==> src/rtl/assert_macros.svh <==
// Assertion helpers shared by the RTL files.
`ifndef ASSERT_MACROS_SVH
`define ASSERT_MACROS_SVH

`ifndef SYNTHESIS
// Check that a property holds at every rising clock edge outside reset.
`define MAF_ASSERT(lbl, clk, rstn, prop, msg) \
	lbl: assert property (@(posedge clk) disable iff (!rstn) (prop)) else $error(msg);
// Check that a condition never holds at a rising clock edge outside reset.
`define MAF_ASSERT_NEVER(lbl, clk, rstn, cond, msg) \
	lbl: assert property (@(posedge clk) disable iff (!rstn) !(cond)) else $error(msg);
`else
`define MAF_ASSERT(lbl, clk, rstn, prop, msg)
`define MAF_ASSERT_NEVER(lbl, clk, rstn, cond, msg)
`endif

`endif

==> src/rtl/maf_pkg.sv <==
package maf_pkg;

	// Sequencer states of the filter
	typedef enum logic [1:0] {
		ST_IDLE,
		ST_SUM,
		ST_DIV
	} state_t;

	// Status of the serial divider
	typedef struct packed {
		logic busy;
		logic done;
	} div_status_t;

endpackage

==> src/rtl/maf_if.sv <==
// Sample channel: one signed sample per item.
interface maf_sample_if #(
	parameter int W = 16
) ();
	logic                valid;
	logic                ready;
	logic signed [W-1:0] sample;

	modport source (output valid, output sample, input ready);
	modport sink (input valid, input sample, output ready);
endinterface

// Mean channel: one signed mean per item.
interface maf_mean_if #(
	parameter int W = 16
) ();
	logic                valid;
	logic                ready;
	logic signed [W-1:0] mean;

	modport source (output valid, output mean, input ready);
	modport sink (input valid, input mean, output ready);
endinterface

==> src/rtl/maf_ring.sv <==
module maf_ring #(
	parameter int DEPTH       = 16,
	parameter int SAMPLE_BITS = 16
) (
	input  logic                          clk,
	input  logic                          arst_n,
	input  logic                          push,
	input  logic signed [SAMPLE_BITS-1:0] wdata,
	output logic signed [SAMPLE_BITS-1:0] old_data
);

	localparam int PTR_W = (DEPTH > 1) ? $clog2(DEPTH) : 1;

	logic signed [SAMPLE_BITS-1:0] mem [DEPTH];
	logic        [PTR_W-1:0]       wp_q;
	logic signed [SAMPLE_BITS-1:0] old_q;

	// Advance the write pointer, wrap after the last entry
	always_ff @(posedge clk or negedge arst_n) begin
		if (!arst_n) begin
			wp_q <= '0;
		end else if (push) begin
			if (wp_q == PTR_W'(DEPTH - 1)) begin
				wp_q <= '0;
			end else begin
				wp_q <= wp_q + 1'b1;
			end
		end
	end

	// Read the entry about to be overwritten, then write the new sample
	always_ff @(posedge clk) begin
		if (push) begin
			mem[wp_q] <= wdata;
			old_q     <= mem[wp_q];
		end
	end

	assign old_data = old_q;

endmodule

==> src/rtl/maf_divider.sv <==
module maf_divider #(
	parameter int SUM_W       = 20,
	parameter int CNT_W       = 5,
	parameter int SAMPLE_BITS = 16
) (
	input  logic                          clk,
	input  logic                          arst_n,
	input  logic                          start,
	input  logic signed [SUM_W-1:0]       dividend,
	input  logic        [CNT_W-1:0]       divisor,
	output maf_pkg::div_status_t          status,
	output logic signed [SAMPLE_BITS-1:0] quotient
);

	localparam int STEP_W = $clog2(SUM_W + 1);

	logic [STEP_W-1:0] step_q;
	logic              done_q;
	logic [SUM_W-1:0]  mag_q;
	logic [CNT_W-1:0]  rem_q;
	logic [CNT_W-1:0]  div_q;
	logic              neg_q;
	logic [SUM_W-1:0]  dividend_mag;
	logic [CNT_W:0]    trial;
	logic [CNT_W:0]    diff;
	logic              fits;
	logic [SUM_W-1:0]  q_full;

	assign dividend_mag = dividend[SUM_W-1] ? SUM_W'(-dividend) : SUM_W'(dividend);

	// One restoring step: shift in the next dividend bit, subtract if it fits
	assign trial = {rem_q, mag_q[SUM_W-1]};
	assign diff  = trial - {1'b0, div_q};
	assign fits  = (trial >= {1'b0, div_q});

	// Count the steps, flag the quotient when the last one is done
	always_ff @(posedge clk or negedge arst_n) begin
		if (!arst_n) begin
			step_q <= '0;
			done_q <= 1'b0;
		end else if (start) begin
			step_q <= STEP_W'(SUM_W);
			done_q <= 1'b0;
		end else if (step_q != '0) begin
			step_q <= step_q - 1'b1;
			if (step_q == STEP_W'(1)) begin
				done_q <= 1'b1;
			end
		end
	end

	// Load magnitudes on start, then shift one quotient bit a cycle
	always_ff @(posedge clk) begin
		if (start) begin
			mag_q <= dividend_mag;
			rem_q <= '0;
			div_q <= divisor;
			neg_q <= dividend[SUM_W-1];
		end else if (step_q != '0) begin
			mag_q <= {mag_q[SUM_W-2:0], fits};
			if (fits) begin
				rem_q <= diff[CNT_W-1:0];
			end else begin
				rem_q <= trial[CNT_W-1:0];
			end
		end
	end

	// Restore the sign of the dividend; the divisor is always positive
	assign q_full   = neg_q ? (~mag_q + 1'b1) : mag_q;
	assign quotient = q_full[SAMPLE_BITS-1:0];

	assign status.busy = (step_q != '0);
	assign status.done = done_q;

	`include "assert_macros.svh"

	`MAF_ASSERT(a_start_idle, clk, arst_n, start |-> (step_q == '0), "divider restarted while busy")
	`MAF_ASSERT_NEVER(a_busy_done, clk, arst_n, (step_q != '0) && done_q, "divider done while busy")
	`MAF_ASSERT(a_last_step, clk, arst_n, (!start && step_q == STEP_W'(1)) |=> done_q, "divider missed done")

endmodule

==> src/rtl/moving_average_filter_unit.sv <==
// Moving average filter over the last DEPTH samples.
// in_ch carries one signed sample per item; out_ch returns one signed mean per
// item, the mean of the samples held so far truncated toward zero. Until DEPTH
// samples have arrived the sum is divided by the number received, after that
// by DEPTH.
// A sample's mean is valid once the sum update in ST_SUM, the serial divide in
// ST_DIV and the load of the output register are through, where SUM_W =
// SAMPLE_BITS + clog2(DEPTH). in_ch.ready is high only while the sequencer is
// idle, so a new sample is taken only after the mean of the last one is done.
// The serial divider makes one quotient bit per cycle over SUM_W bits.
// The mean waits in an output register, so a stalled receiver does not block
// the next sample; only if a mean is still unread when the following one is
// done does the sequencer hold until out_ch.ready.
// Reset clears the write pointer, fill count, running sum and output valid.
// The sample ring needs no clearing: an entry is read back only after it was
// written.
module moving_average_filter_unit #(
	parameter int DEPTH       = 16,
	parameter int SAMPLE_BITS = 16
) (
	input  logic           clk,
	input  logic           arst_n,
	maf_sample_if.sink     in_ch,
	maf_mean_if.source     out_ch
);

	localparam int SUM_W = SAMPLE_BITS + $clog2(DEPTH);
	localparam int CNT_W = $clog2(DEPTH + 1);

	maf_pkg::state_t               state_q;
	maf_pkg::state_t               state_d;
	maf_pkg::div_status_t          div_st;
	logic                          accept;
	logic                          div_start;
	logic                          ld_out;
	logic                          out_free;
	logic                          full;
	logic signed [SAMPLE_BITS-1:0] sample_q;
	logic signed [SAMPLE_BITS-1:0] old_sample;
	logic signed [SUM_W-1:0]       sum_q;
	logic signed [SUM_W-1:0]       sum_next;
	logic signed [SUM_W-1:0]       drop_term;
	logic        [CNT_W-1:0]       fill_q;
	logic        [CNT_W-1:0]       fill_next;
	logic signed [SAMPLE_BITS-1:0] quotient;
	logic signed [SAMPLE_BITS-1:0] mean_q;
	logic                          out_valid_q;

	assign accept   = in_ch.valid && in_ch.ready;
	assign out_free = !out_valid_q || out_ch.ready;

	// Next state
	always_comb begin
		state_d = state_q;
		unique case (state_q)
			maf_pkg::ST_IDLE: begin
				if (in_ch.valid) begin
					state_d = maf_pkg::ST_SUM;
				end
			end
			maf_pkg::ST_SUM: begin
				state_d = maf_pkg::ST_DIV;
			end
			maf_pkg::ST_DIV: begin
				if (div_st.done && out_free) begin
					state_d = maf_pkg::ST_IDLE;
				end
			end
			default: begin
				state_d = maf_pkg::ST_IDLE;
			end
		endcase
	end

	// Sequencer outputs
	always_comb begin
		in_ch.ready = 1'b0;
		div_start   = 1'b0;
		ld_out      = 1'b0;
		unique case (state_q)
			maf_pkg::ST_IDLE: begin
				in_ch.ready = 1'b1;
			end
			maf_pkg::ST_SUM: begin
				div_start = 1'b1;
			end
			maf_pkg::ST_DIV: begin
				ld_out = div_st.done && out_free;
			end
			default: begin
				in_ch.ready = 1'b0;
			end
		endcase
	end

	always_ff @(posedge clk or negedge arst_n) begin
		if (!arst_n) begin
			state_q <= maf_pkg::ST_IDLE;
		end else begin
			state_q <= state_d;
		end
	end

	// Hold the accepted sample
	always_ff @(posedge clk) begin
		if (accept) begin
			sample_q <= in_ch.sample;
		end
	end

	maf_ring #(
		.DEPTH       (DEPTH),
		.SAMPLE_BITS (SAMPLE_BITS)
	) u_ring (
		.clk      (clk),
		.arst_n   (arst_n),
		.push     (accept),
		.wdata    (in_ch.sample),
		.old_data (old_sample)
	);

	// Add the new sample, drop the overwritten one once the ring is full
	assign full      = (fill_q == CNT_W'(DEPTH));
	assign drop_term = full ? SUM_W'(old_sample) : '0;
	assign sum_next  = sum_q + SUM_W'(sample_q) - drop_term;
	assign fill_next = full ? fill_q : fill_q + 1'b1;

	always_ff @(posedge clk or negedge arst_n) begin
		if (!arst_n) begin
			sum_q  <= '0;
			fill_q <= '0;
		end else if (div_start) begin
			sum_q  <= sum_next;
			fill_q <= fill_next;
		end
	end

	maf_divider #(
		.SUM_W       (SUM_W),
		.CNT_W       (CNT_W),
		.SAMPLE_BITS (SAMPLE_BITS)
	) u_divider (
		.clk      (clk),
		.arst_n   (arst_n),
		.start    (div_start),
		.dividend (sum_next),
		.divisor  (fill_next),
		.status   (div_st),
		.quotient (quotient)
	);

	// Output register: load a finished mean, drop it once taken
	always_ff @(posedge clk or negedge arst_n) begin
		if (!arst_n) begin
			out_valid_q <= 1'b0;
		end else if (ld_out) begin
			out_valid_q <= 1'b1;
		end else if (out_ch.ready) begin
			out_valid_q <= 1'b0;
		end
	end

	always_ff @(posedge clk) begin
		if (ld_out) begin
			mean_q <= quotient;
		end
	end

	assign out_ch.valid = out_valid_q;
	assign out_ch.mean  = mean_q;

	`include "assert_macros.svh"

	`MAF_ASSERT(a_accept_to_sum, clk, arst_n, accept |=> (state_q == maf_pkg::ST_SUM), "accepted item not summed")
	`MAF_ASSERT_NEVER(a_fill_bound, clk, arst_n, fill_q > CNT_W'(DEPTH), "fill count beyond depth")
	`MAF_ASSERT(a_busy_in_div, clk, arst_n, div_st.busy |-> (state_q == maf_pkg::ST_DIV), "divider busy outside divide")
	`MAF_ASSERT(a_load_free, clk, arst_n, ld_out |-> (!out_valid_q || out_ch.ready), "unread mean overwritten")

endmodule
==> src/flat_wrapper.sv <==
// flat-port wrapper written by rule: the top's interface ports become plain ports
module moving_average_filter_unit_flat 
#(
	parameter int DEPTH       = 16,
	parameter int SAMPLE_BITS = 16
)
  (clk, arst_n, in_ch_valid, in_ch_sample, in_ch_ready, out_ch_valid, out_ch_mean, out_ch_ready);
  maf_sample_if in_ch_i ();
  maf_mean_if out_ch_i ();
  input  logic clk;
  input  logic arst_n;
  input wire logic [$bits(in_ch_i.valid)-1:0] in_ch_valid;
  input wire logic [$bits(in_ch_i.sample)-1:0] in_ch_sample;
  output wire logic [$bits(in_ch_i.ready)-1:0] in_ch_ready;
  output wire logic [$bits(out_ch_i.valid)-1:0] out_ch_valid;
  output wire logic [$bits(out_ch_i.mean)-1:0] out_ch_mean;
  input wire logic [$bits(out_ch_i.ready)-1:0] out_ch_ready;
  assign in_ch_i.valid = in_ch_valid;
  assign in_ch_i.sample = in_ch_sample;
  assign in_ch_ready = in_ch_i.ready;
  assign out_ch_valid = out_ch_i.valid;
  assign out_ch_mean = out_ch_i.mean;
  assign out_ch_i.ready = out_ch_ready;
  moving_average_filter_unit #(.DEPTH(DEPTH), .SAMPLE_BITS(SAMPLE_BITS)) u_core (.clk(clk), .arst_n(arst_n), .in_ch(in_ch_i), .out_ch(out_ch_i));
endmodule
==> config.mk <==
export PLATFORM = sky130hd
export DESIGN_NAME = moving_average_filter_unit_flat
export DESIGN_NICKNAME = d
export VERILOG_FILES = /design/src/rtl/maf_pkg.sv /design/src/rtl/maf_if.sv /design/src/rtl/maf_ring.sv /design/src/rtl/maf_divider.sv /design/src/rtl/moving_average_filter_unit.sv /design/src/flat_wrapper.sv
export VERILOG_INCLUDE_DIRS = /design/src /design/src/rtl
export SDC_FILE = /design/constraint.sdc
export NUM_CORES = 1
export LEC_CHECK = 0
export ABC_AREA = 1
export CORE_ASPECT_RATIO = 1.4
export CORE_MARGIN = 2
export CORE_UTILIZATION = 55
export DETAILED_ROUTE_END_ITERATION = 8
export DONT_BUFFER_PORTS = 1
export GPL_TIMING_DRIVEN = 0
export MAX_ROUTING_LAYER = met4
export PLACE_DENSITY_LB_ADDON = 0.08
export RECOVER_POWER = 25
export SYNTH_ARGS = -nofsm -noshare
export SYNTH_HDL_FRONTEND = slang
export SYNTH_SLANG_ARGS = --single-unit
==> constraint.sdc <==
create_clock -name clk -period 8.15 [get_ports clk]
set_clock_uncertainty 0.15 [all_clocks]
set_input_delay 0.815 -clock clk [delete_from_list [all_inputs] [get_ports clk]]
set_output_delay 0.815 -clock clk [all_outputs]
set_load 0.1 [all_outputs]
# [After elaboration in Yosys (flattened, before gate mapping)]
# Memories as Yosys holds them, arrays and structs flattened. A register that Yosys moved wholly into a read port is not among the register bits.
# Index checks and enable logic that the tools add are counted.
[totals] romBits=0 output_inout_bits=18 ff_bits=101 latchBits=0 memories=1 ram_bits=256 in_bits=20
[mem_list] name="u_core.u_ring.mem" words=16 width=16 read_ports=1 rd_ports_with_merged_regs=1 write_ports=1 line_no="maf_ring.sv:14" source="logic signed [SAMPLE_BITS-1:0] mem [DEPTH];"
[classes] mux=23 div=0 magnitude_cmp=1 n_eq_ne=7 multipliers=0 reduce_logical=11 shifts=0 addsub=8 bitwise_logic=1
[op_table] cell="$mux 20" n=4
[op_table] cell="$add 20x16->20" n=1
[op_table] cell="$mux 5" n=4
[op_table] cell="$neg 20->20" n=1
[op_table] cell="$sub 20x20->20" n=1
[op_table] cell="$add 16x1->16 const B" n=1
[op_table] cell="$mux 16" n=1
[op_table] cell="$not 16->16" n=1
[op_table] cell="$mux 1" n=10
[op_table] cell="$ge 6x5->1" n=1
[op_table] cell="$pmux 2 s3" n=1
[op_table] cell="$reduce_bool 2->1" n=3
[op_table] cell="$add 5x1->5 const B" n=1
[op_table] cell="$eq 5x1->1 const B" n=1
[op_table] cell="$eq 5x5->1 const B" n=1
[op_table] cell="$reduce_bool 5->1" n=1
[op_table] cell="$sub 5x1->5 const B" n=1
[op_table] cell="$sub 5x5->5" n=1
[op_table] cell="$add 4x1->4 const B" n=1
[op_table] cell="$eq 4x4->1 const B" n=1
[op_table] cell="$mux 2" n=2
[op_table] cell="$mux 4" n=1
[op_table] cell="$reduce_and 2->1" n=2
[op_table] cell="$eq 2x1->1 const B" n=1
[op_table] cell="other kinds (7)" n=8

# [Depth between registers and ports, before layout]
[depth] word_depth=6 depth_mapped=26

# [By module]
# From an unflattened synthesis, not the netlist that was laid out.
[hier_totals] hier_cells=2066 hier_area_um2=18975.7
[by_module_without_submodules] mod="maf_ring" n_inst=1 area_per_inst_um2=12154.2 seq_area_each_um2=8267.9 cells_per_inst=1222
[by_module_without_submodules] mod="moving_average_filter_unit" n_inst=1 area_per_inst_um2=4169.0 seq_area_each_um2=1661.6 cells_per_inst=500
[by_module_without_submodules] mod="maf_divider" n_inst=1 area_per_inst_um2=2652.5 seq_area_each_um2=1031.0 cells_per_inst=344

# [Worst setup path before layout]
# No wires, ideal clock.
[synth_timing] kind="reg-to-reg" startpoint="register u_core.state_q[1]" endpoint="memory u_core.u_ring.mem[11][0], enable pin" period_less_slack_ns=4.098 arrival_time_ns=3.560 path_slack_ns=4.052 stages_incl_launch_ff=6 required_ns=7.611 path_cell_list="dfrtp_1 nor2_1 nand2_1 clkinv_1 nand2_1 nor2_1"
[synth_between] elab_chain_len=5
[synth_lines] element="from (decl)" line_no="moving_average_filter_unit.sv:30" source="maf_pkg::state_t state_q;"
[synth_lines] element="from (signal assigned)" line_no="moving_average_filter_unit.sv:98" source="state_q <= maf_pkg::ST_IDLE;"
[synth_lines] element="from (signal assigned)" line_no="moving_average_filter_unit.sv:100" source="state_q <= state_d;"
[synth_lines] element="$logic_not 2->1" line_no="moving_average_filter_unit.sv:80" source="unique case (state_q)"
[synth_lines] element="$mux 1" line_no="moving_average_filter_unit.sv:80"
[synth_lines] element="named net in_ch_ready" line_no="flat_wrapper.sv:14" source="output wire logic [$bits(in_ch_i.ready)-1:0] in_ch_ready;"
[synth_lines] element="$logic_and 1x1->1" line_no="moving_average_filter_unit.sv:49" source="assign accept = in_ch.valid && in_ch.ready;"
[synth_lines] element="named net u_core.accept" line_no="moving_average_filter_unit.sv:33" source="logic accept;"
[synth_lines] element="$mux 1" line_no="maf_ring.sv:33" source="if (push) begin"
[synth_lines] element="$mux 1 (implied by the code)" line_no="maf_ring.sv:34" source="mem[wp_q] <= wdata;"
[synth_lines] element="to (decl)" line_no="maf_ring.sv:14"
# The timed path passes the listed nets, and every way through them passes these cells.

# [Worst setup path in the final report]
[layout_timing] startpoint="register u_core.fill_q[0]" endpoint="register u_core.u_divider.mag_q[16], data pin"
[layout_between] elab_chain_len=6
[layout_lines] element="from (decl)" line_no="moving_average_filter_unit.sv:43" source="logic [CNT_W-1:0] fill_q;"
[layout_lines] element="from (signal assigned)" line_no="moving_average_filter_unit.sv:134" source="fill_q <= fill_next;"
[layout_lines] element="$eq 5x5->1 *" line_no="moving_average_filter_unit.sv:123" source="assign full = (fill_q == CNT_W'(DEPTH));"
[layout_lines] element="$mux 20 *" line_no="moving_average_filter_unit.sv:124" source="assign drop_term = full ? SUM_W'(old_sample) : '0;"
[layout_lines] element="$sub 20x20->20 *" line_no="moving_average_filter_unit.sv:125" source="assign sum_next = sum_q + SUM_W'(sample_q) - drop_term;"
[layout_lines] element="$neg 20->20" line_no="maf_divider.sv:29" source="assign dividend_mag = dividend[SUM_W-1] ? SUM_W'(-dividend) : SUM_W'(dividend);"
[layout_lines] element="$mux 20 *" line_no="maf_divider.sv:29"
[layout_lines] element="$mux 20 *" line_no="maf_divider.sv:54" source="if (start) begin"
[layout_lines] element="to (signal assigned)" line_no="maf_divider.sv:55" source="mag_q <= dividend_mag;"
[layout_lines] element="to (signal assigned)" line_no="maf_divider.sv:60" source="mag_q <= {mag_q[SUM_W-2:0], fits};"
[layout_lines] element="to (decl)" line_no="maf_divider.sv:19" source="logic [SUM_W-1:0] mag_q;"
# Mark *: on every way between the ends. The rest lies on a longest branch, timed or not.
# A chain may end at the register's enable or synchronous reset.

==> impl_metrics.env <==
export IMPL_status="finished clean"
export IMPL_critical_path_arrival_ns=4.76
export IMPL_crit_slowest_cell="sky130_fd_sc_hd__fa_1"
export IMPL_path_max_fanout=10
export IMPL_cts_tree="yes"
export IMPL_cap_violations=0
export IMPL_average_vias_per_placed_instance=5.76
export IMPL_critical_path_max_stage_delay_ns=0.61
export IMPL_core_area_sq_um=30700
export IMPL_grt_max_degree=40
export IMPL_die_area_sq_um=32600
export IMPL_postSynthNetCount=1660
export IMPL_cells_after_synthesis=1584
export IMPL_postSynth_topFlopCell="sky130_fd_sc_hd__edfxtp_1"
export IMPL_worst_ir_drop_on_vdd_v=0.000193
export IMPL_worstSetupStartpointType="register"
export IMPL_pre_cts_slack_ns=3.46
export IMPL_timing_critical_path_required_ns=8.29
export IMPL_number_of_design_rule_violations_left_after_detail_routing=0
export IMPL_die_h_microns=213
export IMPL_area_growth_pct=11.4
export IMPL_synth_top_cell_area_share=0.578
export IMPL_synth_seq_area_share=0.639
export IMPL_timing_setup_critical_path_class="register to register"
export IMPL_final_setup_worst_slack_ns=3.53
export IMPL_max_freq_ghz=0.217
export IMPL_layout_cell_share_with_drive_strength_beyond_1=0.0762
export IMPL_p_clk_frac=0.433
export IMPL_power_frac_comb=0.002
export IMPL_power_share_switching=0.198
export IMPL_cts_sink_count=373
export IMPL_yosysTopAreaCell="sky130_fd_sc_hd__edfxtp_1"
export IMPL_internal_power_uw=2940
export IMPL_wl_per_cell_microns=21.6
export IMPL_post_cts_repair_setup_buffers=0
export IMPL_synth_enable_flop_cells=330
export IMPL_delay_heaviest_family_cp="simple AND/OR/NAND/NOR gates"
export IMPL_ctsHtreeMaxLevel=2
export IMPL_critical_path_most_common_cell="sky130_fd_sc_hd__nand3_1"
export IMPL_cts_clk_slew_worst_paths_ns=0.07
export IMPL_grtUsageTotal=0.285
export IMPL_number_of_antenna_violations_at_the_first_check_in_global_routing=0
export IMPL_drt_wl_total_microns=44400
export IMPL_synth_yosys_warnings=0
export IMPL_grt_overflow_total=0
export IMPL_power_density_nw_per_um2=192
export IMPL_final_cell_count_no_fill=2056
export IMPL_report_final_hold_viol_count=0
export IMPL_power_leakage_uw=0.00719
export IMPL_worstPathCellList="inv_1 -> ha_1 -> nand3_1 -> clkbuf_1 -> nor2_1 -> fa_1 -> fa_1 -> ha_1 -> inv_1 -> a21oi_1 -> nand3_1 -> nor2_2 -> nand3_1 -> nor2_2 -> nand3_1 -> nand2_1 -> nand3_1 -> nand3_1 -> nand2_1"
export IMPL_chipWidth_microns=153
export IMPL_tightest_slew_ns=1.30
export IMPL_syn_mean_instance_area_sq_um=10.8
export IMPL_grt_first_pass_wirelength_microns=67700
export IMPL_initial_core_util=0.558
export IMPL_holdCritPathClass="input port to register"
export IMPL_final_antenna_net_count=0
export IMPL_drt_iter0_markers=665
export IMPL_final_report_max_slew_violation_count=0
export IMPL_boundaryPins=38
export IMPL_power_net_switching_uw=727
export IMPL_unrepaired_setup_endpoints_after_global_routing="false"
export IMPL_period_needed_ns=4.62
export IMPL_flop_and_latch_count_out_of_synthesis=373
export IMPL_synthesis_area_sq_um=17100
export IMPL_routed_via_count=11800
export IMPL_power_sequential_fraction=0.565
export IMPL_floorplan_rows=76
export IMPL_min_period_over_period=0.567
export IMPL_clock_root_buffer="sky130_fd_sc_hd__clkbuf_16"
export IMPL_post_synth_num_cell_types=49
export IMPL_dp_hpwl_microns=32200
export IMPL_design_final_nets=1716
export IMPL_drtPass1Iterations=5
export IMPL_finish_stage_setup_viols=0
export IMPL_vias_in_the_first_global_route=12100
export IMPL_clk_insertion_delay_late_ns=0.55
export IMPL_slew_limit_headroom=0.132
export IMPL_total_instance_count_after_detailed_placement=1989
export IMPL_critical_path_n_buffers_inverters=3
export IMPL_synth_async_sr_flop_share=0.102
export IMPL_mostFrequentLayoutCell="sky130_fd_sc_hd__edfxtp_1"
export IMPL_layout_common_cells="sky130_fd_sc_hd__edfxtp_1, sky130_fd_sc_hd__nand2_1, sky130_fd_sc_hd__nor2_1"
export IMPL_routability_driven_placement_congestion_ratio=0.895
export IMPL_worst_setup_path_end_kind="register"
export IMPL_cts_buffers_inserted=36
export IMPL_numPortBuffers=0
export IMPL_cts_path_max_buffers=3
export IMPL_insertedDiodeCount=0
export IMPL_synth_area_leaders="sky130_fd_sc_hd__edfxtp_1, sky130_fd_sc_hd__dfrtp_1, sky130_fd_sc_hd__nand2_1"
export IMPL_totalNegativeSetupSlack_ns=0
export IMPL_utilization=0.621
==> synthesized netlist by cell type (4+ instances only) <==
library cell               instances
sky130_fd_sc_hd__nand2_2          12
sky130_fd_sc_hd__nand2_1         230
sky130_fd_sc_hd__o21ai_0         172
sky130_fd_sc_hd__xor2_1           19
sky130_fd_sc_hd__dfrtp_1          38
sky130_fd_sc_hd__ha_1             36
sky130_fd_sc_hd__inv_1           172
sky130_fd_sc_hd__clkbuf_1         55
sky130_fd_sc_hd__nor2_2            7
sky130_fd_sc_hd__o31ai_1           4
sky130_fd_sc_hd__nor3_1            7
sky130_fd_sc_hd__xnor2_1           4
sky130_fd_sc_hd__o21bai_1          4
sky130_fd_sc_hd__edfxtp_1        330
sky130_fd_sc_hd__nand3_1          56
sky130_fd_sc_hd__nor2_1          220
sky130_fd_sc_hd__clkinv_1          4
sky130_fd_sc_hd__o22ai_1          69
sky130_fd_sc_hd__o211ai_1          4
sky130_fd_sc_hd__fa_1             20
sky130_fd_sc_hd__nand4_1          26
sky130_fd_sc_hd__dfxtp_1           5
sky130_fd_sc_hd__a21oi_1          40
sky130_fd_sc_hd__nand3b_1          6
==> per-stage QoR <==
step,instance area [sq um],hold WS (ns),total power (uW)
global placement,17600,0.299,2110
detailed placement,17900,0.308,2110
global route,19100,0.197,3760
floorplan,17100,0.280,2120
finish,19100,0.214,3670
CTS,19100,0.198,3690
==> registers in the layout, summed over array words and instances, names as in the netlist <==
name,cells
u_core.u_ring.mem,256
u_core.u_divider.step_q,5
u_core.u_divider.rem_q,5
u_core.state_q,2
u_core.fill_q,5
u_core.out_ch.mean,16
u_core.u_divider.div_q,5
u_core.u_ring.old_data,16
u_core.u_divider.mag_q,20
u_core.u_divider.done_q,1
u_core.sum_q,20
u_core.u_ring.wp_q,4
u_core.sample_q,16
u_core.u_divider.neg_q,1
u_core.out_ch.valid,1
==> routing by layer <==
layer	up-vias	GRT usage	share of wire
met3	138	0.0351	0.050
met5	-	-	0
met4	0	0.160	0.061
met1	5687	0.291	0.35
li1	5590	-	-
met2	421	0.527	0.53
==> power by group through the flow <==
stage | clock network [uW] | logic (uW) | registers [uW]
2_1_floorplan | 0 | 0.00284 | 2120
3_3_place_gp | 0 | 0.00284 | 2110
3_5_place_dp | 0 | 0.00296 | 2110
4_1_cts | 1610 | 6.69 | 2070
5_1_grt | 1680 | 7.15 | 2070
6_report | 1590 | 6.23 | 2070
==> kinds of logic (layout without fill, tap and decap cells) <==
group | after synthesis | after routing | share of synthesized area
adder cells (fa/ha/maj) | 56 | 56 | 0.0496
AO/OA/AOI/OAI | 308 | 308 | 0.0989
XOR/XNOR | 24 | 24 | 0.0127
buffers and inverters | 240 | 322 | 0.0534
flip-flops | 373 | 373 | 0.639
AND/OR/NAND/NOR | 583 | 583 | 0.146
==> worst register-to-register path, delay by kind of cell (launching register included) <==
kind / cells / cell delay (ns)
buffers and inverters: 3 / 0.59
AND/OR/NAND/NOR: 11 / 1.61
AO/OA/AOI/OAI: 1 / 0.11
adder cells (fa/ha/maj): 4 / 1.51
flip-flops: 1 / 0.41
==> worst paths after layout <==
kind	startpoint	end	slack (ns)	cells past startpoint
max in group asynchronous	arst_n	u_core.sum_q[0]	6.99	2
min reg2reg	u_core.u_divider.rem_q[4]	u_core.u_divider.rem_q[4]	0.32	2
min in group asynchronous	arst_n	u_core.u_divider.step_q[0]	0.63	2
min	in_ch_sample[14]	u_core.u_ring.mem[9][14]	0.21	0
max reg2reg	u_core.fill_q[0]	u_core.u_divider.mag_q[16]	3.53	19
max	u_core.fill_q[0]	u_core.u_divider.mag_q[16]	3.53	19
==> layout make-up <==
| class | instances | area, sq um |
|---|---|---|
| clock inverter | 19 | 154 |
| inverter | 181 | 684 |
| tap | 390 | 488 |
| multi-input combinational | 971 | 5310 |
| clock buffer | 45 | 945 |
| buffer | 59 | 230 |
| timing repair buffer | 18 | 317 |
| sequential | 373 | 11000 |
| fill | 2518 | 11600 |
==> timing repair <==
| item | 4_1_cts | 5_1_grt |
|---|---|---|
| hold buffers | 2 | 0 |
| resized for setup | 0 | 0 |
| hold endpoints to repair | 38 | 0 |
No activity file was read; power rests on OpenSTA's default activity.
